$ cat config.mk
export PLATFORM = sky130hd
export DESIGN_NAME = ttk_dp
export DESIGN_NICKNAME = d
export VERILOG_FILES = /design/src/design/assert_macros.svh /design/src/design/ttk_pkg.sv /design/src/design/ttk_div.sv /design/src/design/ttk_dp.sv
export SDC_FILE = /design/constraint.sdc
export NUM_CORES = 2
export LEC_CHECK = 0
export BUFFER_PORTS_ARGS = -buffer_cell sky130_fd_sc_hd__clkbuf_2
export CORE_MARGIN = 1.5
export CORE_UTILIZATION = 57
export DETAILED_ROUTE_END_ITERATION = 8
export PLACE_DENSITY = 0.8
export SLEW_MARGIN = 10
export SYNTH_ARGS = -nofsm -noshare
export SYNTH_HDL_FRONTEND = slang
export SYNTH_SLANG_ARGS = --single-unit
export TNS_END_PERCENT = 20
$ cat constraint.sdc
create_clock -name clock -period 23.3 [get_ports clock]
set_clock_uncertainty 0.15 [all_clocks]
set_input_delay 2.33 -clock clock [delete_from_list [all_inputs] [get_ports clock]]
set_output_delay 2.33 -clock clock [all_outputs]
set_load 0.03 [all_outputs]
$ cat src/design/assert_macros.svh
// Assertion macros used by the top-level design file.
`ifndef ASSERT_MACROS_SVH
`define ASSERT_MACROS_SVH

`ifndef ASSERT_OFF

// Same-cycle implication
`define ASSERT_IMP(lbl, clk, rst, ante, cons) \
   lbl: assert property (@(posedge clk) disable iff (rst) (ante) |-> (cons)) \
      else $error("assertion failed: same-cycle implication");

// Next-cycle implication
`define ASSERT_NXT(lbl, clk, rst, ante, cons) \
   lbl: assert property (@(posedge clk) disable iff (rst) (ante) |=> (cons)) \
      else $error("assertion failed: next-cycle implication");

`else

`define ASSERT_IMP(lbl, clk, rst, ante, cons)
`define ASSERT_NXT(lbl, clk, rst, ante, cons)

`endif

`endif

$ cat src/design/ttk_pkg.sv
// Shared constants and command/status types of the tick time keeper.
`timescale 1ns / 1ps
package ttk_pkg;

   // Field and register widths
   localparam int COUNT_WIDTH = 64;
   localparam int CYCLE_W     = 64;
   localparam int TICKS_W     = 24;
   localparam int MS_W        = 10;
   localparam int TIME_W      = 32;
   localparam int DIFF_W      = 32;
   localparam int CSR_IDX_W   = 2;
   localparam int CSR_DATA_W  = 24;

   // Divider sizing: period count of a non-negative 32-bit difference
   localparam int QUOT_PER_W  = DIFF_W - 1;
   localparam int ADDED_W     = QUOT_PER_W + MS_W;
   localparam int DIVIDEND_W  = QUOT_PER_W;
   localparam int DIVISOR_W   = TICKS_W;
   localparam int STEP_W      = $clog2(DIVIDEND_W);
   localparam int DELTA_W     = DIFF_W + 3;

   // Millisecond split: twice a remainder plus one period's step stays below 4096
   localparam int MS_SUM_W    = MS_W + 2;

   localparam int MS_PER_SECOND = 1000;

   // Register indexes
   localparam logic [CSR_IDX_W-1:0] CSR_TICKS_PER_PERIOD = 2'd0;
   localparam logic [CSR_IDX_W-1:0] CSR_MS_PER_PERIOD    = 2'd1;
   localparam logic [CSR_IDX_W-1:0] CSR_SKIP_MARGIN      = 2'd2;

   // Register reset values
   localparam logic [TICKS_W-1:0] TICKS_RESET  = 24'd96000;
   localparam logic [MS_W-1:0]    MS_RESET     = 10'd1;
   localparam logic [TICKS_W-1:0] MARGIN_RESET = 24'd9600;

   typedef struct packed {
      logic capture;
      logic skip_div;
      logic per_load;
      logic div_step;
      logic mul;
      logic update;
      logic delta;
      logic load_out;
   } ttk_cmd_type;

   typedef struct packed {
      logic div_ok;
      logic out_free;
   } ttk_status_type;

endpackage

$ cat src/design/ttk_div.sv
// Restoring divider, one quotient bit per cycle while step is asserted.
`timescale 1ns / 1ps
module ttk_div import ttk_pkg::*;
(
   input  logic                  clock,
   input  logic                  load,
   input  logic                  step,
   input  logic [DIVIDEND_W-1:0] dividend,
   input  logic [DIVISOR_W-1:0]  divisor,
   output logic [DIVIDEND_W-1:0] quotient,
   output logic [DIVISOR_W-1:0]  remainder,
   output logic                  quot_bit
);

   logic [DIVIDEND_W-1:0] quot_ff, quot_in;
   logic [DIVISOR_W-1:0]  rem_ff, rem_in;
   logic [DIVISOR_W-1:0]  dsr_ff;
   logic [DIVISOR_W:0]    trial;
   logic                  fits;

   // Shift one dividend bit into the partial remainder, subtract if it fits
   always_comb begin
      trial   = {rem_ff, quot_ff[DIVIDEND_W-1]};
      fits    = (trial >= {1'b0, dsr_ff});
      rem_in  = fits ? DIVISOR_W'(trial - {1'b0, dsr_ff}) : trial[DIVISOR_W-1:0];
      quot_in = {quot_ff[DIVIDEND_W-2:0], fits};
   end

   always_ff @(posedge clock) begin
      if (load) begin
         quot_ff <= dividend;
         rem_ff  <= '0;
         dsr_ff  <= divisor;
      end else if (step) begin
         quot_ff <= quot_in;
         rem_ff  <= rem_in;
      end
   end

   assign quotient  = quot_ff;
   assign remainder = rem_ff;
   assign quot_bit  = fits;

endmodule

$ cat src/design/ttk_dp.sv
// Datapath: settings, time state, divider, next-compare math and result register.
`timescale 1ns / 1ps
module ttk_dp import ttk_pkg::*;
(
   input  logic                  clock,
   input  logic                  reset,
   input  ttk_cmd_type           cmd,
   output ttk_status_type        status,
   input  logic                  csr_write_en,
   input  logic [CSR_IDX_W-1:0]  csr_index,
   input  logic [CSR_DATA_W-1:0] csr_write_data,
   input  logic [CYCLE_W-1:0]    req_cycle_count,
   output logic                  rsp_valid,
   input  logic                  rsp_ready,
   output logic [CYCLE_W-1:0]    rsp_next_compare,
   output logic [TIME_W-1:0]     rsp_uptime_ms,
   output logic [TIME_W-1:0]     rsp_unix_seconds,
   output logic [MS_W-1:0]       rsp_ms_in_second
);

   // Settings
   logic [TICKS_W-1:0] ticks_ff;
   logic [MS_W-1:0]    ms_per_ff;
   logic [TICKS_W-1:0] margin_ff;

   // Time state
   logic [COUNT_WIDTH-1:0] period_start_ff;
   logic [TIME_W-1:0]      uptime_ff;
   logic [TIME_W-1:0]      seconds_ff;
   logic [MS_W-1:0]        ms_count_ff;

   // Per-event working registers
   logic [COUNT_WIDTH-1:0]   cnt_ff;
   logic [DIFF_W-1:0]        diff_ff;
   logic signed [DIFF_W-1:0] remain_ff;
   logic [ADDED_W-1:0]       added_ff;
   logic signed [DELTA_W-1:0] delta_ff, delta_in;

   // Result register
   logic                 out_valid_ff;
   logic [CYCLE_W-1:0]   out_next_ff;
   logic [TIME_W-1:0]    out_uptime_ff;
   logic [TIME_W-1:0]    out_seconds_ff;
   logic [MS_W-1:0]      out_ms_ff;

   // Divider hookup
   logic [DIVIDEND_W-1:0] div_quot;
   logic [DIVISOR_W-1:0]  div_rem;
   logic                  div_bit;

   // Added time split into seconds and milliseconds, built one quotient bit at a time
   logic [TIME_W-1:0]   acc_s_ff, acc_s_in;
   logic [MS_W-1:0]     acc_m_ff, acc_m_in;
   logic [MS_SUM_W-1:0] acc_sum, acc_left;
   logic [1:0]          acc_carry;
   logic [MS_SUM_W-1:0] ms_sum, ms_left;
   logic                ms_wrap;

   logic [DIFF_W-1:0]         advance;
   logic signed [DELTA_W-1:0] ticks_s, margin_s, remain_s;
   logic                      skip;
   logic [COUNT_WIDTH-1:0]    next_cmp;

   // Settings writes; unknown indexes drop
   always_ff @(posedge clock) begin
      if (reset) begin
         ticks_ff  <= TICKS_RESET;
         ms_per_ff <= MS_RESET;
         margin_ff <= MARGIN_RESET;
      end else if (csr_write_en) begin
         unique case (csr_index)
            CSR_TICKS_PER_PERIOD: ticks_ff  <= csr_write_data[TICKS_W-1:0];
            CSR_MS_PER_PERIOD:    ms_per_ff <= csr_write_data[MS_W-1:0];
            CSR_SKIP_MARGIN:      margin_ff <= csr_write_data[TICKS_W-1:0];
            default: ;
         endcase
      end
   end

   // Elapsed count divided by the period
   ttk_div u_div (
      .clock     (clock),
      .load      (cmd.per_load),
      .step      (cmd.div_step),
      .dividend  (diff_ff[DIVIDEND_W-1:0]),
      .divisor   (ticks_ff),
      .quotient  (div_quot),
      .remainder (div_rem),
      .quot_bit  (div_bit)
   );

   // Fold each quotient bit in: double the split value, add one period's milliseconds
   always_comb begin
      acc_sum = MS_SUM_W'({acc_m_ff, 1'b0}) + (div_bit ? MS_SUM_W'(ms_per_ff) : '0);
      priority if (acc_sum >= MS_SUM_W'(3 * MS_PER_SECOND)) begin
         acc_carry = 2'd3;
         acc_left  = acc_sum - MS_SUM_W'(3 * MS_PER_SECOND);
      end else if (acc_sum >= MS_SUM_W'(2 * MS_PER_SECOND)) begin
         acc_carry = 2'd2;
         acc_left  = acc_sum - MS_SUM_W'(2 * MS_PER_SECOND);
      end else if (acc_sum >= MS_SUM_W'(MS_PER_SECOND)) begin
         acc_carry = 2'd1;
         acc_left  = acc_sum - MS_SUM_W'(MS_PER_SECOND);
      end else begin
         acc_carry = 2'd0;
         acc_left  = acc_sum;
      end
      acc_m_in = acc_left[MS_W-1:0];
      acc_s_in = {acc_s_ff[TIME_W-2:0], 1'b0} + TIME_W'(acc_carry);
      // Merge the added milliseconds with the running count
      ms_sum  = MS_SUM_W'(ms_count_ff) + MS_SUM_W'(acc_m_ff);
      ms_wrap = (ms_sum >= MS_SUM_W'(MS_PER_SECOND));
      ms_left = ms_wrap ? ms_sum - MS_SUM_W'(MS_PER_SECOND) : ms_sum;
   end

   // Split register: clear on divider load, fold on each step
   always_ff @(posedge clock) begin
      if (cmd.per_load) begin
         acc_s_ff <= '0;
         acc_m_ff <= '0;
      end else if (cmd.div_step) begin
         acc_s_ff <= acc_s_in;
         acc_m_ff <= acc_m_in;
      end
   end

   // Skip test and compare distance
   always_comb begin
      advance  = diff_ff - remain_ff;
      ticks_s  = $signed({{(DELTA_W-TICKS_W){1'b0}}, ticks_ff});
      margin_s = $signed({{(DELTA_W-TICKS_W){1'b0}}, margin_ff});
      remain_s = DELTA_W'(remain_ff);
      skip     = (remain_s >= (ticks_s - margin_s));
      delta_in = ticks_s - remain_s + (skip ? ticks_s : '0);
      next_cmp = cnt_ff + COUNT_WIDTH'(delta_ff);
   end

   // Event working registers
   always_ff @(posedge clock) begin
      if (cmd.capture) begin
         cnt_ff  <= req_cycle_count[COUNT_WIDTH-1:0];
         diff_ff <= req_cycle_count[DIFF_W-1:0] - period_start_ff[DIFF_W-1:0];
      end
      if (cmd.skip_div) begin
         remain_ff <= diff_ff;
      end
      if (cmd.mul) begin
         added_ff  <= ADDED_W'(div_quot[QUOT_PER_W-1:0]) * ADDED_W'(ms_per_ff);
         remain_ff <= DIFF_W'(div_rem);
      end
      if (cmd.delta) begin
         delta_ff <= delta_in;
      end
   end

   // Time state: advance by whole periods
   always_ff @(posedge clock) begin
      if (reset) begin
         period_start_ff <= '0;
         uptime_ff       <= '0;
         seconds_ff      <= '0;
         ms_count_ff     <= '0;
      end else if (cmd.update) begin
         period_start_ff <= period_start_ff + COUNT_WIDTH'(advance);
         uptime_ff       <= uptime_ff + added_ff[TIME_W-1:0];
         seconds_ff      <= seconds_ff + acc_s_ff + TIME_W'(ms_wrap);
         ms_count_ff     <= ms_left[MS_W-1:0];
      end
   end

   // Result register: hold until the transfer completes
   always_ff @(posedge clock) begin
      if (reset) begin
         out_valid_ff <= 1'b0;
      end else if (cmd.load_out) begin
         out_valid_ff <= 1'b1;
      end else if (rsp_ready) begin
         out_valid_ff <= 1'b0;
      end
   end

   always_ff @(posedge clock) begin
      if (cmd.load_out) begin
         out_next_ff    <= CYCLE_W'(next_cmp);
         out_uptime_ff  <= uptime_ff;
         out_seconds_ff <= seconds_ff;
         out_ms_ff      <= ms_count_ff;
      end
   end

   assign status.div_ok   = !diff_ff[DIFF_W-1] && (ticks_ff != '0);
   assign status.out_free = !out_valid_ff || rsp_ready;

   assign rsp_valid        = out_valid_ff;
   assign rsp_next_compare = out_next_ff;
   assign rsp_uptime_ms    = out_uptime_ff;
   assign rsp_unix_seconds = out_seconds_ff;
   assign rsp_ms_in_second = out_ms_ff;

endmodule

Word-level counts from Yosys, hierarchy flattened
Cells that the tools add are included.
Word-level totals
  bits of input ports: 102
  output and inout bits: 141
  word-level logic and storage cells: 78
  bits in registers: 651
Operators by class
  multiplexer cells: 16
  reductions and logical operators: 12
  $lt $le $gt $ge: 6
  $add $sub $neg: 18
  eq/ne operators: 2
  $mul: 1
Operators with widths (number)
  $mux 24: 4
  $add 32x32->32: 2
  $add 64x32->64: 1
  $add 64x64->64: 1
  $sub 32x32->32: 2
  $mux 31: 2
  $mux 10: 5
  $sub 10x10->10 const B: 4
  $add 33x25->34: 1
  $sub 25x32->33: 1
  $add 32x1->32: 1
  $add 32x2->32: 1
  $ge 32x25->1: 1
  $mul 31x10->32: 1
  $ge 25x24->1: 1
  $sub 24x24->25: 1
  $reduce_bool 24->1: 1
  $sub 24x24->24: 1
  $add 11x10->12: 1
  $ge 12x10->1 const B: 1
  $ge 12x11->1 const B: 1
  $ge 12x12->1 const B: 1
  $add 10x10->11: 1
  $ge 11x10->1 const B: 1
  other kinds (10): 18

Longest topological paths before layout
  word-level depth: 8
  gate-level depth with buffers: 47
  depth with buffers taken out: 46

Modules after synthesis
A second synthesis with hierarchy kept.
Unflattened totals
  cells, all modules: 4991
  area, all modules: 47469.3 µm²
Modules (own cells, without submodules)
  ttk_dp: area an instance 43100.1 µm², seq. area each 14033.5 µm², times used 1, cells an instance 4609
  ttk_div: area an instance 4369.2 µm², seq. area each 2132.0 µm², times used 1, cells an instance 382

Worst setup path before layout
No wires, ideal clock.
  path type: register to register
  start point: register ticks_ff[0]
  end point: register delta_ff[30], data pin
  clock period less this slack: 8.268 ns
  setup time: 0.258 ns
  setup slack: 15.032 ns
  stages on the path, launching flop included: 45
  arrival time: 7.861 ns
  data required time: 22.892 ns
  path buffers: 1
  path through: dfxtp_1 inv_1 ha_1 inv_1 fa_1 a21o_1 a21oi_1 o21bai_1 a21oi_1 nor2b_1 nor2_1 o21ai_0 o21ai_0 o21a_1 a21oi_1 a21oi_1 o21ai_0 ha_1 [... 9 more ...] xor2_1 o21ai_1 clkbuf_1 nand2_1 fa_1 fa_1 nor2b_1 o21ai_0 a21boi_0 o21ai_0 a211oi_1 o31ai_1 a211oi_1 nor3_1 nor3b_1 o21a_1 nand4_1 xnor2_1
Between the ends
  word-level cells in the longest chain between the ends: 4
  elaborated cells between the ends (all ways): 5
  classes of those cells: add/sub (3); order compare (1); mux (1)
RTL lines
  from (decl): line ttk_dp.sv:22  | logic [TICKS_W-1:0] ticks_ff;
  from (signal assigned): line ttk_dp.sv:72  | CSR_TICKS_PER_PERIOD: ticks_ff <= csr_write_data[TICKS_W-1:0];
  $sub 24x24->25: line ttk_dp.sv:133  | skip = (remain_s >= (ticks_s - margin_s));
  $ge 32x25->1: line ttk_dp.sv:133
  $mux 24: line ttk_dp.sv:134  | delta_in = ticks_s - remain_s + (skip ? ticks_s : '0);
  $add 33x25->34 *: line ttk_dp.sv:134
  named net delta_in[30]: line ttk_dp.sv:37  | logic signed [DELTA_W-1:0] delta_ff, delta_in;
  to (signal assigned): line ttk_dp.sv:152  | delta_ff <= delta_in;
  to (decl): line ttk_dp.sv:37
Mark *: on every way through the listed nets, which the timed path passes. The rest lies on a longest branch.
A chain may end at the register's enable or synchronous reset.

Worst setup path in the final report
Same ends and word-level chain as after synthesis.

==> results.tsv <==
stage	metric	value	unit
timing	Tmin final	10000	ps
drt	DR DRC count	0	
run	max cap viols	0	
timing	period utilization	42.9	%
die	Initial Util	57.7	%
setup_path	worst reg2reg path startpoint	ticks_ff[0]	
setup_path	Crit path largest cell delay	500	ps
global_routing	Global Route Usage Sum	26.7	%
timing	Hold Fails Final Rpt	0	
setup_path	Critical Path Slowest Stage Cell	fa_1	
global_routing	grt ovf	0	
min_path	hold crit path type	reg -> reg	
synthesis	Yosys top cell area share	25.0	%
drt	Detail Route Antenna Nets	0	
timing	f_max	100	MHz
global_routing	vias in the first global route	34106	
setup_path	Worst Path Max Fanout	24	
status	status	complete, no violations	
power	Max VDD drop	0.0722	mV
synthesis	commonest register cell after synthesis	edfxtp_1	
synthesis	synth warn	0	
die	io pins	243	
min_path	hold endpoint	margin_ff[2]	
drt	DR WL/cell	18.5	um
synthesis	Yosys cell types	96	
clocking	root buf cell	clkbuf_16	
global_routing	first-pass GRT wire length	176	mm
drt	TritonRoute pass-1 iters	5	
timing	Hold WS	307	ps
clocking	CTS Buf Count	72	
power	Cell Pwr Density	111	nW/um^2
final_layout	Area Overhead vs Synth	9.99	%
timing	setup ws final	13300	ps
setup_path	Worst EP arrival	10240	ps
drt	first-iteration detailed-routing DRC count	2444	
final_layout	fill count	6291	
timing	relative slew slack	22.1	%
clocking	H-Tree Depth	3	
die	Die ar.	81600	um^2
place	dpl hpwl	82.8	mm
die	core area	79000	um^2
clocking	clock slew at reported path FFs	60	ps
setup_path	r2r endpoint	delta_ff[30]	
clocking	CTS max path bufs	3	
clocking	Post-CTS Hold Fix Bufs	0	
die	die height	286	um
place	GPL Wtd Cong	0.961	
final_layout	final net count	5581	
timing	setup TNS	0	ps
global_routing	largest net degree at the start of global routing	76	
synthesis	gate count after technology mapping	4664	
drt	aggregate routed wire length	110	mm
global_routing	antenna violations before repair	3	
timing	fin. max-slew vios	0	
synthesis	Yosys reg bits	618	
setup_path	Critical Path RT	23540	ps
clocking	CTS tree	done	
power	Static Leak	22.2	nW
setup_path	CP endpoint kind	flop	
synthesis	mapped cell area	45500	um^2
synthesis	EDFF count, synth	379	
setup_path	Reg2Reg Depth	44	
setup_path	critical path type	reg -> reg	
setup_path	most frequent CP cell	o21ai_0	
die	row cnt	103	
min_path	hold_sp	margin_ff[2]	
drt	Via density	5.85	
clocking	CTS resizes	0	
setup_path	R2R setup slack	13300	ps
clocking	clk sinks	618	
final_layout	fraction of layout cells with a size suffix above 1	9.93	%
drt	total number of vias	34841	
synthesis	Syn Area/Cell	9.77	um^2
synthesis	largest cells by area after synthesis	edfxtp_1, ha_1, dfxtp_1	
synthesis	post-synthesis sequential area ratio	35.5	%
place	dpl ws	13530	ps
clocking	Setup Fix Bufs, Post-CTS	0	
synthesis	share of synthesized flip-flops with an asynchronous set or reset	0	%
synthesis	dominant cell type by area after synthesis	edfxtp_1	
die	Die Wd	286	um
place	Port Buf Inserts	242	
timing	Final setup viols	0	
min_path	worst hold stages	2	
timing	unrepaired setup endpoints after global routing	no	
synthesis	Net Count, Synth	5398	
clocking	worst-skew pair later-pin latency	630	ps
setup_path	Setup crit start kind	flop	
timing	slew of the pin with the lowest slew margin	1170	ps
-- worst max path at each step --
stage                      from      endpoint  slack (ps)  cells past startpoint
CTS                 ticks_ff[0]  delta_ff[30]       13430                     44
global route        ticks_ff[0]  delta_ff[30]       12420                     44
detailed placement  ticks_ff[0]  delta_ff[30]       13530                     44
global placement    ticks_ff[0]  delta_ff[30]       13950                     44
floorplan           ticks_ff[0]  delta_ff[30]       15030                     44
finish              ticks_ff[0]  delta_ff[30]       13300                     44
-- sequential cells by signal, summed over array words and instances (netlist names) --
name	cells
rsp_unix_seconds	32
u_div.quotient	31
ticks_ff	24
uptime_ff	32
rsp_next_compare	64
rsp_valid	1
delta_ff	34
acc_s_ff	32
u_div.dsr_ff	24
ms_per_ff	10
u_div.remainder	24
remain_ff	32
rsp_ms_in_second	10
rsp_uptime_ms	32
ms_count_ff	10
period_start_ff	32
cnt_ff	64
added_ff	32
acc_m_ff	10
seconds_ff	32
margin_ff	24
diff_ff	32
-- metrics by stage --
stage	power [mW]	utilization [%]	instances	instance area (um^2)
after global routing	5.94	63.4	5956	50100
after global placement	4.30	60.4	5823	47700
after detailed placement	4.39	60.4	5823	47700
final	5.57	63.4	5956	50100
after CTS	5.57	63.4	5955	50100
after floorplan	3.75	-	4664	45500
-- critical path, delay by kind of cell, from the launching register on --
kind | cells | cell delay [ps]
and+or+nand+nor | 10 | 1380
buffers and inverters | 3 | 430
xor gates and xnor gates | 2 | 310
adders and majority gates | 5 | 2000
DFF | 1 | 360
AOI/OAI and AO/OA | 24 | 5110
-- metal layers --
layer,part of all wire (%),vias up,track usage (%)
li1,-,16728,-
met1,42,16796,34.4
met2,48,1072,45.7
met3,5.6,241,3.69
met4,3.8,4,10.2
met5,0.025,-,0
-- cells in the final DEF, fill, tap and decap left out, types with 17 or more instances in the layout --
cell       instances
o21ai_0          151
a21oi_1          313
nor2b_1           57
nor3_1            45
nand3_1           76
nor2_1           356
xor2_1           103
buf_4             28
mux2i_1           97
mux2_2            54
inv_1            407
xnor2_1          236
and2_1           134
o21ai_1           17
fa_1             233
a21o_1           140
nand4_1           33
o211ai_1          27
dfxtp_1          239
o21bai_1          53
a31oi_1           39
a211oi_1          78
nand2b_1          57
ha_1             399
or3_1             30
and3_1            29
edfxtp_1         379
clkbuf_2         236
clkbuf_16         75
o21a_1            41
nand2_1          440
a311oi_1          23
-- kinds of logic (layout without fill, tap and decap cells) --
| family | Yosys count | count (layout) | synth area share, % |
|---|---|---|---|
| simple gates | 1321 | 1321 | 13.6 |
| compound gates | 1036 | 1036 | 14.9 |
| fa+ha+maj | 632 | 632 | 21.2 |
| flops | 618 | 618 | 35.5 |
| buf+inv | 565 | 806 | 4.67 |
| xor+xnor | 340 | 340 | 6.55 |
| mux | 152 | 152 | 3.50 |
| other cells | 0 | 1 | 0 |
-- report_power, final --
group	leakage (nW)	internal (mW)	switching, mW
Clock	1.17	0.675	0.475
Combinational	15.3	1.15	1.55
Sequential	5.72	1.49	0.229
Total	22.2	3.31	2.25
-- synth_stat cells (8+ instances only) --
master	number
nor4_1	12
fa_1	233
a21oi_1	313
a211oi_1	78
o311ai_0	8
or3_1	30
nor2b_1	57
inv_1	407
o21bai_1	53
and3_1	29
nand2b_1	57
nand3_1	76
a31oi_1	39
o22ai_1	9
and2_1	134
ha_1	399
mux2_2	54
edfxtp_1	379
buf_1	14
nor3_1	45
o31a_1	10
or2_2	10
nand2_1	440
nor2_1	356
o21ai_1	17
nand3b_1	8
xor2_1	103
dfxtp_1	239
o31ai_1	15
a21boi_0	8
nand4_1	33
a21o_1	140
and4_1	8
clkbuf_1	140
mux2i_1	97
o21ai_0	151
o211ai_1	27
a211o_1	12
o21a_1	41
a311oi_1	23
xnor2_1	236
-- area by class of cell --
class                   count  area (um^2)  share of cell area, %
multi-input cells        3481        27300                   54.4
flip-flops and latches    618        16200                   32.3
clock buffers              95         2030                   4.06
inverters                 408         1530                   3.06
repair buffers            266         1410                   2.82
well taps                1050         1310                   2.62
clock inverters            37          380                  0.759
diodes                      1         2.50                0.00499
Power figures use the tool's default switching activity.
