$ cat src/design/assert_macros.svh
// Assertion macros used by the top-level design file.
`ifndef ASSERT_MACROS_SVH
`define ASSERT_MACROS_SVH

`ifndef ASSERT_OFF

// Same-cycle implication
`define ASSERT_IMP(lbl, clk, rst, ante, cons) \
   lbl: assert property (@(posedge clk) disable iff (rst) (ante) |-> (cons)) \
      else $error("assertion failed: same-cycle implication");

// Next-cycle implication
`define ASSERT_NXT(lbl, clk, rst, ante, cons) \
   lbl: assert property (@(posedge clk) disable iff (rst) (ante) |=> (cons)) \
      else $error("assertion failed: next-cycle implication");

`else

`define ASSERT_IMP(lbl, clk, rst, ante, cons)
`define ASSERT_NXT(lbl, clk, rst, ante, cons)

`endif

`endif

$ cat src/design/ttk_pkg.sv
// Shared constants and command/status types of the tick time keeper.
`timescale 1ns / 1ps
package ttk_pkg;

   // Field and register widths
   localparam int COUNT_WIDTH = 64;
   localparam int CYCLE_W     = 64;
   localparam int TICKS_W     = 24;
   localparam int MS_W        = 10;
   localparam int TIME_W      = 32;
   localparam int DIFF_W      = 32;
   localparam int CSR_IDX_W   = 2;
   localparam int CSR_DATA_W  = 24;

   // Divider sizing: period count of a non-negative 32-bit difference
   localparam int QUOT_PER_W  = DIFF_W - 1;
   localparam int ADDED_W     = QUOT_PER_W + MS_W;
   localparam int DIVIDEND_W  = QUOT_PER_W;
   localparam int DIVISOR_W   = TICKS_W;
   localparam int STEP_W      = $clog2(DIVIDEND_W);
   localparam int DELTA_W     = DIFF_W + 3;

   // Millisecond split: twice a remainder plus one period's step stays below 4096
   localparam int MS_SUM_W    = MS_W + 2;

   localparam int MS_PER_SECOND = 1000;

   // Register indexes
   localparam logic [CSR_IDX_W-1:0] CSR_TICKS_PER_PERIOD = 2'd0;
   localparam logic [CSR_IDX_W-1:0] CSR_MS_PER_PERIOD    = 2'd1;
   localparam logic [CSR_IDX_W-1:0] CSR_SKIP_MARGIN      = 2'd2;

   // Register reset values
   localparam logic [TICKS_W-1:0] TICKS_RESET  = 24'd96000;
   localparam logic [MS_W-1:0]    MS_RESET     = 10'd1;
   localparam logic [TICKS_W-1:0] MARGIN_RESET = 24'd9600;

   typedef struct packed {
      logic capture;
      logic skip_div;
      logic per_load;
      logic div_step;
      logic mul;
      logic update;
      logic delta;
      logic load_out;
   } ttk_cmd_type;

   typedef struct packed {
      logic div_ok;
      logic out_free;
   } ttk_status_type;

endpackage

$ cat src/design/ttk_ctrl.sv
// Controller: sequences capture, the period division, the update and the result load.
`timescale 1ns / 1ps
module ttk_ctrl import ttk_pkg::*;
(
   input  logic           clock,
   input  logic           reset,
   input  logic           req_valid,
   output logic           req_ready,
   input  ttk_status_type status,
   output ttk_cmd_type    cmd
);

   localparam logic [2:0] ST_IDLE    = 3'd0;
   localparam logic [2:0] ST_CHECK   = 3'd1;
   localparam logic [2:0] ST_DIV_PER = 3'd2;
   localparam logic [2:0] ST_MUL     = 3'd3;
   localparam logic [2:0] ST_UPDATE  = 3'd4;
   localparam logic [2:0] ST_DELTA   = 3'd5;
   localparam logic [2:0] ST_LOAD    = 3'd6;

   localparam logic [STEP_W-1:0] PER_LAST = STEP_W'(QUOT_PER_W - 1);

   logic [2:0]        state_ff, state_in;
   logic [STEP_W-1:0] step_ff, step_in;

   always_comb begin
      state_in  = state_ff;
      step_in   = step_ff;
      cmd       = '0;
      req_ready = 1'b0;
      unique case (state_ff)
         ST_IDLE: begin
            req_ready = 1'b1;
            if (req_valid) begin
               cmd.capture = 1'b1;
               state_in    = ST_CHECK;
            end
         end
         // Negative difference or zero period: no time advances
         ST_CHECK: begin
            if (status.div_ok) begin
               cmd.per_load = 1'b1;
               step_in      = PER_LAST;
               state_in     = ST_DIV_PER;
            end else begin
               cmd.skip_div = 1'b1;
               state_in     = ST_DELTA;
            end
         end
         ST_DIV_PER: begin
            cmd.div_step = 1'b1;
            step_in      = step_ff - 1'b1;
            if (step_ff == '0) begin
               state_in = ST_MUL;
            end
         end
         ST_MUL: begin
            cmd.mul  = 1'b1;
            state_in = ST_UPDATE;
         end
         ST_UPDATE: begin
            cmd.update = 1'b1;
            state_in   = ST_DELTA;
         end
         ST_DELTA: begin
            cmd.delta = 1'b1;
            state_in  = ST_LOAD;
         end
         // Wait for the result register to free up
         ST_LOAD: begin
            if (status.out_free) begin
               cmd.load_out = 1'b1;
               state_in     = ST_IDLE;
            end
         end
         default: begin
            state_in = ST_IDLE;
         end
      endcase
   end

   always_ff @(posedge clock) begin
      if (reset) begin
         state_ff <= ST_IDLE;
         step_ff  <= '0;
      end else begin
         state_ff <= state_in;
         step_ff  <= step_in;
      end
   end

endmodule

$ cat config.mk
export PLATFORM = sky130hd
export DESIGN_NAME = ttk_ctrl
export DESIGN_NICKNAME = d
export VERILOG_FILES = /design/src/design/assert_macros.svh /design/src/design/ttk_pkg.sv /design/src/design/ttk_ctrl.sv
export SDC_FILE = /design/constraint.sdc
export NUM_CORES = 1
export LEC_CHECK = 0
export BUFFER_PORTS_ARGS = -buffer_cell sky130_fd_sc_hd__buf_2
export CORE_AREA = 3 3 40 42
export DETAILED_ROUTE_END_ITERATION = 16
export DIE_AREA = 0 0 43 45
export GPL_TIMING_DRIVEN = 0
export PLACE_DENSITY_LB_ADDON = 0.1
export SLEW_MARGIN = 5
export SYNTH_ARGS = -nofsm -noshare
export SYNTH_HDL_FRONTEND = slang
export SYNTH_SLANG_ARGS = --single-unit
$ cat constraint.sdc
create_clock -name clock -period 1.65 [get_ports clock]
set_input_delay 0.2475 -clock clock [delete_from_list [all_inputs] [get_ports clock]]
set_output_delay 0.2475 -clock clock [all_outputs]
set_load 0.05 [all_outputs]
* Yosys cells after proc, flatten, opt, wreduce, memory -nomap -nowiden
Index checks and enable logic that the tools add are counted.
** Cells by class
- Add/subtract/negate cells :: 1
- Equality and inequality tests :: 10
- Mux-type cells :: 19
- Reduce and logical (&&, ||, !) cells :: 5
** Operators with widths (number)
- $pmux W3 S7 :: 1
- $mux W3 :: 4
- $mux W1 :: 11
- $pmux W5 S2 :: 1
- $eq A3 B3 Y1 const B :: 3
- $ne A2 B2 Y1 const B :: 4
- $eq A3 B2 Y1 const B :: 2
- $logic_not A5 Y1 :: 1
- $mux W5 :: 1
- $sub A5 B1 Y5 const B :: 1
- $eq A3 B1 Y1 const B :: 1
- $logic_not A3 Y1 :: 1
- $reduce_and A3 Y1 :: 1
- $mux W2 :: 1
- $reduce_and A2 Y1 :: 1
- $reduce_bool A2 Y1 :: 1
** Storage, ports and cells
- Register bits :: 8
- Word-level logic and storage cells :: 37

* Logic depth before layout (Yosys ltp)
Gate-level depths: netlist of the first run.
- Word-level depth :: 3
- Gate-level depth with buffers :: 5
- Depth with buffers taken out :: 5

* Least setup slack after synthesis of the first run
OpenSTA, ideal clock, no wires.
- Path kind :: register to output
- Start :: register state_ff[2]
- End :: output port cmd[7] (netlist name)
- Data arrival time :: 2.173 ns
- Setup slack :: -0.771 ns
- Stages on the path, launching flop included :: 4
- Path through :: dfxtp_1 > buf_2 > nor3_1 > and2_1
** RTL lines
- start, declared :: line ttk_ctrl.sv:23 : logic [2:0] state_ff, state_in;
- start signal, assigned :: line ttk_ctrl.sv:87 : state_ff <= state_in;
- end, declared :: line ttk_ctrl.sv:10 : output ttk_cmd_type cmd

==> run summary, run 1 <==
Leak pwr: 0.2851 nW
Clk pin slew, worst setup/hold paths: 50 ps
Post-route minimum period: 1572 ps
Core area: 1285 µm²
H-tree levels: 1
Fill cells: 122
PortBufs: 13
Die W: 43 µm
CP Max Fanout: 10
Adder-cell share of the synthesized area: 2.370%
Deepest clock path buffer count: 2
Post-synthesis mux area share: 3.791%
Leading area contributor after synthesis: dfxtp_1
DIE HEIGHT: 45 µm
Clock Sinks: 8
Slowest stage delay, CP: 350 ps
Placed cell area: 626.9 µm²
Vias in the first global route: 448
Hpwl dp: 889.9 µm
WHS Path Cells: 2
Largest net degree at the start of global routing: 11
Seq cells post-synth: 8
R2R cell count: 5
Largest family of logic cells by synthesized area: simple AND/OR/NAND/NOR gates
Netlist Area Pre-Place: 528.0 µm²
XOR/XNOR Fraction of Synth Area: 0%
Global-route wire length before repair: 1945 µm
Fin nets: 85
Measured slew at the worst slew-check pin: 310.9 ps
Synth Area in Simple Gates: 35.78%
Fin area: 670.6 µm²
Slowest-stage cell, CP: and4bb_2
Share of cells above drive strength 1: 37.66%
DRT antenna net count: 0
Layout Utilization: 52.19%
HP Class: input pin to flip-flop
Setup violators final: 0
Commonest non-fill, non-tap cell in the layout: buf_2
Initial Util: 41.09%
Worst-case vdd ir drop: 0.6828 mV
Pwr dens: 1422 nW/µm²
Clock skew: 4.835 ps
DRT iter0 DRCs: 13
Max_cap viols: 0
Gr ovfl total: 0
TritonCTS buffer count: 3
Max-slew violations: 0
Via density: 5.413
Synth-to-Final Area Change: 27.01%
Complex-gate fraction of the synthesized area: 20.38%
Worst endpoint data arrival time: 1320 ps
Rows: 13
Global Route Usage Sum: 13.87%
I/O pin total: 14
DR vias: 498
Root Driver: clkbuf_4
Ranking of synthesized cells by area: dfxtp_1 (30%), nor3b_1 (5.7%), a21oi_1 (3.8%)
Outcome: completed
Synthesis Warnings: 0
Synth unique cells: 33
WL final: 1171 µm
Drt first pass iters: 4
Initial antenna violation count: 0
CTS tree: yes
Gate Count Post-Synth: 60
Sequential share of the synthesized area: 30.33%
FMAX: 636.0 MHz
Fin. Hold Viols: 0
Routability cong.: 0.6758
Most frequent cells in the layout: buf_2 (9), clkbuf_4 (7), dfxtp_1 (7)
Syn_area_per_cell: 8.800 µm²
CP required: 1400 ps
Period utilization: 95.30%
Worst-path cell chain: buf_4 > and4bb_2 > clkbuf_4
Die area: 1935 µm²
Detailed-route DRC error count: 0
Worst rel slew slack: 78.74%
Register area: 161.4 µm²
Ant diodes: 0
Area of the multi-input gates: 344.1 µm²
Top-area cell type share of the netlist area: 30.33%
Routed wire per std cell: 12.73 µm
Cts hold-fix bufs: 0
Post-Syn Nets: 66
Critical Path End Type: output pin
Critical path startpoint category: flip-flop
Crit Path Class: flip-flop to output pin
Latest clock arrival within the worst-skew pair: 250 ps
-- area by class of cell --
class	instances	share of cell area (%)
Buffer	3	3.918
Clock buffer	3	3.358
Inverter	4	2.239
Multi-Input combinational cell	45	51.31
Sequential cell	8	24.07
Tap cell	15	2.799
Timing Repair Buffer	14	12.31
-- final timing paths --
check                                start  slack (ps)                      end
setup / recovery  state_ff[1]$_SDFFE_PP0P_          80                   cmd[5]
hold / removal                       reset         250  step_ff[4]$_SDFFE_PP0P_
setup reg to reg   step_ff[0]$_SDFFE_PP0P_         240  step_ff[4]$_SDFFE_PP0P_
hold reg to reg    step_ff[4]$_SDFFE_PP0P_         510  step_ff[4]$_SDFFE_PP0P_
-- power by group --
group	leakage (nW)	switching [W]	internal (W)
Sequential	0.0661	0.0000504	0.000238
Clock	0.0138	0.0000634	0.0000830
Combinational	0.205	0.000312	0.000207
-- synthesized netlist by cell type --
cell and count:
nor2_2 1, nor3b_4 1, nand2_1 2, a2111oi_0 1, a311oi_1 1, a221oi_2 1, buf_4 1, a21oi_1 4
inv_1 4, a211o_1 1, nor3_1 4, nor3b_1 4, mux2i_1 2, o311a_1 1, nor2_1 5, buf_2 1
nand2b_1 1, and2b_2 1, a221oi_1 1, o31ai_1 2, o21bai_1 1, or4_1 1, buf_6 1, and3b_1 1
o21ai_0 1, and2_1 2, and2b_1 1, ha_1 1, or4b_1 1, nand3b_1 1, nor2b_1 1, dfxtp_1 8
and4bb_2 1
-- cell families after synthesis --
group	after synthesis
adder cells (fa/ha/maj)	1
AO/OA/AOI/OAI	14
multiplexers	2
AND/OR/NAND/NOR	28
flip-flops	8
buffers and inverters	7
-- worst max-delay path: cells and delay by family (launching register included) --
family	cells	cell delay (ps)
buf+inv	2	420
flops	1	310
simple gates	1	350
-- routing by layer --
| metal | global-route usage, % | vias up | part of all wire, % |
|---|---|---|---|
| met5 | 0 | - | 0 |
| met4 | 5.422 | 0 | 1.0 |
| met3 | 5.976 | 2 | 4.6 |
| met2 | 21.56 | 9 | 47 |
| met1 | 17.03 | 228 | 47 |
| li1 | - | 259 | - |
-- metrics by stage --
stage                     cells  power (W)  hold WS (ps)  setup WS, ps  setup TNS [ps]
after floorplan              60  0.0006983         313.7        -301.5          -301.5
after global placement       88  0.0007929         499.9         198.6               0
after detailed placement     88  0.0007964         500.5         194.5               0
after CTS                    92  0.0009555         242.5         40.13               0
after global routing         92   0.001024         252.2        -5.727          -5.727
final                        92  0.0009536         252.7         77.60               0
-- state kept, by name (all words and copies together) (netlist names) --
signal	cells
state_ff	3
step_ff	5
-- repair_timing --
item / 4_1_cts / 5_1_grt
setup endpoints to repair: 5 / 3
pin swaps: 0 / 0
setup buffers: 1 / 0
resized for setup: 2 / 4
(Power assumes the default switching activity.)
==> run 2: changes to the inputs <==
--- a/config.mk
+++ b/config.mk
@@ -6,6 +6,7 @@
 export NUM_CORES = 1
 export LEC_CHECK = 0
 export BUFFER_PORTS_ARGS = -buffer_cell sky130_fd_sc_hd__buf_2
+export CAP_MARGIN = 5
 export CORE_AREA = 3 3 40 42
 export DETAILED_ROUTE_END_ITERATION = 16
 export DIE_AREA = 0 0 43 45
==> constraint.sdc (replaced) <==
create_clock -name clock -period 1.65 [get_ports clock]
set_input_delay 0.33 -clock clock [delete_from_list [all_inputs] [get_ports clock]]
set_output_delay 0.33 -clock clock [all_outputs]
set_load 0.05 [all_outputs]
==> run 2 against run 1 <==
- flip-flop and latch count is the same
- routed wire length is 7.3% higher
- critical path depth did not move
- clock power is 6% higher
- hold slack better by 67 ps
- first-iteration DRC count is 77% lower
- register-to-register slack hardly changed
- count of clock-buffer cells in the layout unchanged
- via count up 3.2%
- cell count stayed put
- fmax decreased by 1.4%
- critical path type unchanged
==> run summary, run 2 (synthesis gave the netlist of run 1 again) <==
Setup TNS: 0 ps
Synth-to-Final Area Change: 32.23%
Largest net degree at the start of global routing: 11
Setup violators final: 0
Pint: 0.0005502 W
H-tree levels: 1
Period utilization: 96.68%
Pwr dens: 1422 nW/µm²
Most frequent cells in the layout: buf_2 (7), dfxtp_1 (7), buf_4 (6)
Clk pin slew, worst setup/hold paths: 60 ps
Drt first pass iters: 4
Logic pwr share: 55.0%
Clock skew: 7.795 ps
DR vias: 514
Post-route minimum period: 1595 ps
Setup ws final: 54.80 ps
Fin. Hold Viols: 0
CP required: 1320 ps
DRT iter0 DRCs: 3
Register with the most flip-flops: step_ff
Leak pwr: 0.2912 nW
Max-slew violations: 0
CTS tree: yes
Hpwl dp: 884.7 µm
Cts hold-fix bufs: 0
HP Class: input pin to flip-flop
Deepest clock path buffer count: 2
Vias in the first global route: 487
Rows: 13
WL final: 1257 µm
DRT antenna net count: 0
PortBufs: 13
TritonCTS buffer count: 3
Share of cells above drive strength 1: 38.96%
Net switching power: 0.0004428 W
Critical path startpoint category: flip-flop
Gr ovfl total: 0
Worst-case vdd ir drop: 0.5542 mV
Core area: 1285 µm²
Initial Util: 41.09%
FMAX: 626.9 MHz
Fin nets: 85
Max_cap viols: 0
Outcome: completed
Die W: 43 µm
Crit Path Class: flip-flop to output pin
Ant diodes: 0
Biggest regs: step_ff (5), state_ff (3)
I/O pin total: 14
Clock Sinks: 8
Initial antenna violation count: 0
Root Driver: clkbuf_4
Die area: 1935 µm²
Via density: 5.587
Sw Share: 44.60%
Routability cong.: 0.7978
Detailed-route DRC error count: 0
Worst endpoint data arrival time: 1270 ps
DIE HEIGHT: 45 µm
Clock network power share: 15.7%
Routed wire per std cell: 13.66 µm
Max reg flops: 5
Global-route wire length before repair: 2159 µm
Latest clock arrival within the worst-skew pair: 260 ps
Reg power frac: 29.3%
CP Max Fanout: 10
RSZ-0062 raised after global routing: false
Worst rel slew slack: 79.15%
Critical Path End Type: output pin
Global Route Usage Sum: 15.51%
Measured slew at the worst slew-check pin: 304.9 ps
Place WS: 120.9 ps
Final total power: 0.0009930 W
## run 2: area by class of cell
class	instances	area (µm²)
inverters	4	15.01
clock buffers	3	22.52
plain buffers	3	26.28
fillers	122	586.8
repair buffers	14	98.84
multi-input cells	45	352.8
flip-flops and latches	8	163.9
well taps	15	18.77
## run 2: path summary, 6_finish.rpt
path	from	to	slack (ps)	cells after the start
setup / recovery	state_ff[1]$_SDFFE_PP0P_	cmd[5]	50	3
hold / removal	reset	step_ff[4]$_SDFFE_PP0P_	320	2
setup reg to reg	step_ff[0]$_SDFFE_PP0P_	step_ff[4]$_SDFFE_PP0P_	250	5
hold reg to reg	step_ff[4]$_SDFFE_PP0P_	step_ff[4]$_SDFFE_PP0P_	510	2
## run 2: metal layers
layer | wire length [µm] | up-vias | track usage [%]
met1 | 598 | 247 | 18.16
met4 | 11 | 0 | 7.229
met5 | 0 | - | 0
met3 | 53 | 2 | 5.976
met2 | 593 | 9 | 25.15
li1 | - | 256 | -
## run 2: repair_timing
action                                  CTS  global route
buffers inserted                          1             0
endpoints found under the hold margin     0             0
gates cloned                              0             0
resized for setup                         8             7
endpoints found under the setup margin    7             6
## run 2: critical path, stage by stage (launching register included)
cell and delay, ps:
dfxtp_1 310, buf_4 170, and4bb_2 350, buf_6 170
## run 2: power by group through the flow
| stage | Clock (W) | Sequential, W | Combinational (W) |
|---|---|---|---|
| after CTS | 0.000161 | 0.000288 | 0.000529 |
| final | 0.000155 | 0.000291 | 0.000546 |
| after global placement | 0 | 0.000290 | 0.000501 |
| after global routing | 0.000171 | 0.000301 | 0.000596 |
| after floorplan | 0 | 0.000276 | 0.000421 |
| after detailed placement | 0 | 0.000289 | 0.000506 |
## run 2: metrics by stage
step	hold slack, ps	cell area (µm²)	utilization (%)	instances
6_report	319.7	698.2	54.33	92
5_1_grt	320.3	698.2	54.33	92
4_1_cts	310.0	675.6	52.58	92
3_5_place_dp	498.6	624.3	48.59	88
3_3_place_gp	503.6	624.3	48.59	88
2_1_floorplan	396.2	540.5	-	60
==> run 3: changes to the inputs <==
--- a/config.mk
+++ b/config.mk
@@ -11,6 +11,7 @@
 export DETAILED_ROUTE_END_ITERATION = 16
 export DIE_AREA = 0 0 43 45
 export GPL_TIMING_DRIVEN = 0
+export MAX_ROUTING_LAYER = met4
 export PLACE_DENSITY_LB_ADDON = 0.1
 export SLEW_MARGIN = 5
 export SYNTH_ARGS = -nofsm -noshare
==> run 3 against run 2 <==
- sequential power hardly changed
- die area is the same
- first-iteration DRC count did not move
- routed wire length did not move
- count of clock-buffer cells in the layout is the same
- critical path type unchanged
- largest cell class unchanged
- highest routed layer unchanged
==> run summary, run 3 (synthesis gave the netlist of run 1 again) <==
Layout Utilization: 54.33%
Fin. Hold Viols: 0
Sw Share: 44.60%
Detailed-route DRC error count: 0
Leak pwr: 0.2912 nW
Clk pin slew, worst setup/hold paths: 60 ps
Routability cong.: 0.8093
Period utilization: 96.68%
WL final: 1257 µm
Rows: 13
Slowest stage delay, CP: 350 ps
Place WS: 120.9 ps
Deepest clock path buffer count: 2
Gr ovfl total: 0
Share of cells above drive strength 1: 38.96%
Worst endpoint data arrival time: 1270 ps
Critical path startpoint category: flip-flop
Die area: 1935 µm²
Routed wire per std cell: 13.66 µm
Register area: 163.9 µm²
WP buf/inv: 2
Register with the most flip-flops: step_ff
Synth-to-Final Area Change: 32.23%
DRT antenna net count: 0
Initial antenna violation count: 0
Delay-heaviest family, CP: simple AND/OR/NAND/NOR gates
Worst-path cell chain: buf_4 > and4bb_2 > buf_6
H-tree levels: 1
DR vias: 514
PortBufs: 13
HP Class: input pin to flip-flop
Logic pwr share: 55.0%
Area of the multi-input gates: 352.8 µm²
CP required: 1320 ps
Cts hold-fix bufs: 0
Reg power frac: 29.3%
Crit Path Class: flip-flop to output pin
Net switching power: 0.0004429 W
Ant diodes: 0
FMAX: 626.9 MHz
Biggest regs: step_ff (5), state_ff (3)
Via density: 5.587
Post-route minimum period: 1595 ps
Latest clock arrival within the worst-skew pair: 260 ps
Drt first pass iters: 4
I/O pin total: 14
Max_cap viols: 0
DIE HEIGHT: 45 µm
Max reg flops: 5
Core area: 1285 µm²
Slowest-stage cell, CP: and4bb_2
Pint: 0.0005502 W
Critical Path End Type: output pin
Outcome: completed
Fin nets: 85
Max-slew violations: 0
CP Max Fanout: 10
Placed cell area: 624.3 µm²
Measured slew at the worst slew-check pin: 305.3 ps
RSZ-0062 raised after global routing: false
TritonCTS buffer count: 3
Hpwl dp: 884.7 µm
Die W: 43 µm
DRT iter0 DRCs: 3
Clock network power share: 15.7%
Global-route wire length before repair: 2152 µm
Fin area: 698.2 µm²
Most frequent cells in the layout: buf_2 (7), dfxtp_1 (7), buf_4 (6)
Largest net degree at the start of global routing: 11
Setup violators final: 0
Vias in the first global route: 487
Clock Sinks: 8
Setup ws final: 54.80 ps
Pwr dens: 1422 nW/µm²
Fill cells: 122
Worst rel slew slack: 79.12%
Clock skew: 7.795 ps
CTS tree: yes
Global Route Usage Sum: 15.98%
Worst-case vdd ir drop: 0.5542 mV
Initial Util: 41.09%
Root Driver: clkbuf_4
[run 3: cell counts in the layout (fill, tap and decap cells not counted)]
No cell type changed its count.
[run 3: what timing repair did]
action	4_1_cts	5_1_grt
gates resized for setup	8	7
cloned	0	0
endpoints found under the hold margin	0	0
pin swaps	0	0
endpoints found under the setup margin	7	6
setup buffers	1	0
[run 3: final timing paths]
check	endpoint	cells after the start	slack, ps	start
worst max-delay path	cmd[5]	3	50	state_ff[1]$_SDFFE_PP0P_
worst min-delay path	step_ff[4]$_SDFFE_PP0P_	2	320	reset
worst max register to register	step_ff[4]$_SDFFE_PP0P_	5	250	step_ff[0]$_SDFFE_PP0P_
worst min register to register	step_ff[4]$_SDFFE_PP0P_	2	510	step_ff[4]$_SDFFE_PP0P_
[run 3: routing by layer]
layer / share of wire (%) / GRT usage (%) / up-vias / wire [µm]
li1: - / - / 256 / -
met2: 47 / 25.15 / 9 / 593
met1: 48 / 18.16 / 247 / 598
met3: 4.2 / 5.976 / 2 / 53
met5: 0 / - / - / 0
met4: 0.88 / 7.229 / 0 / 11
[run 3: area by class of cell]
type                            instances  area share, %
Multi-Input combinational cell         45          50.54
Sequential cell                         8          23.48
Timing Repair Buffer                   14          14.16
Buffer                                  3          3.763
Clock buffer                            3          3.226
Tap cell                               15          2.688
Inverter                                4          2.151
[run 3: stage by stage]
stage / std cells / hold slack [ps] / setup TNS (ps) / power (W)
floorplan: 60 / 396.2 / -1131 / 0.0006972
global placement: 88 / 503.6 / 0 / 0.0007909
detailed placement: 88 / 498.6 / 0 / 0.0007954
CTS: 92 / 310.0 / -11.75 / 0.0009781
global route: 92 / 320.3 / 0 / 0.001068
finish: 92 / 319.7 / 0 / 0.0009930
[run 3: power by group through the flow]
| stage | logic (W) | registers (W) | clock network, W |
|---|---|---|---|
| floorplan | 0.000421 | 0.000276 | 0 |
| global placement | 0.000501 | 0.000290 | 0 |
| finish | 0.000546 | 0.000291 | 0.000155 |
| detailed placement | 0.000506 | 0.000289 | 0 |
| CTS | 0.000529 | 0.000288 | 0.000161 |
| global route | 0.000596 | 0.000301 | 0.000171 |
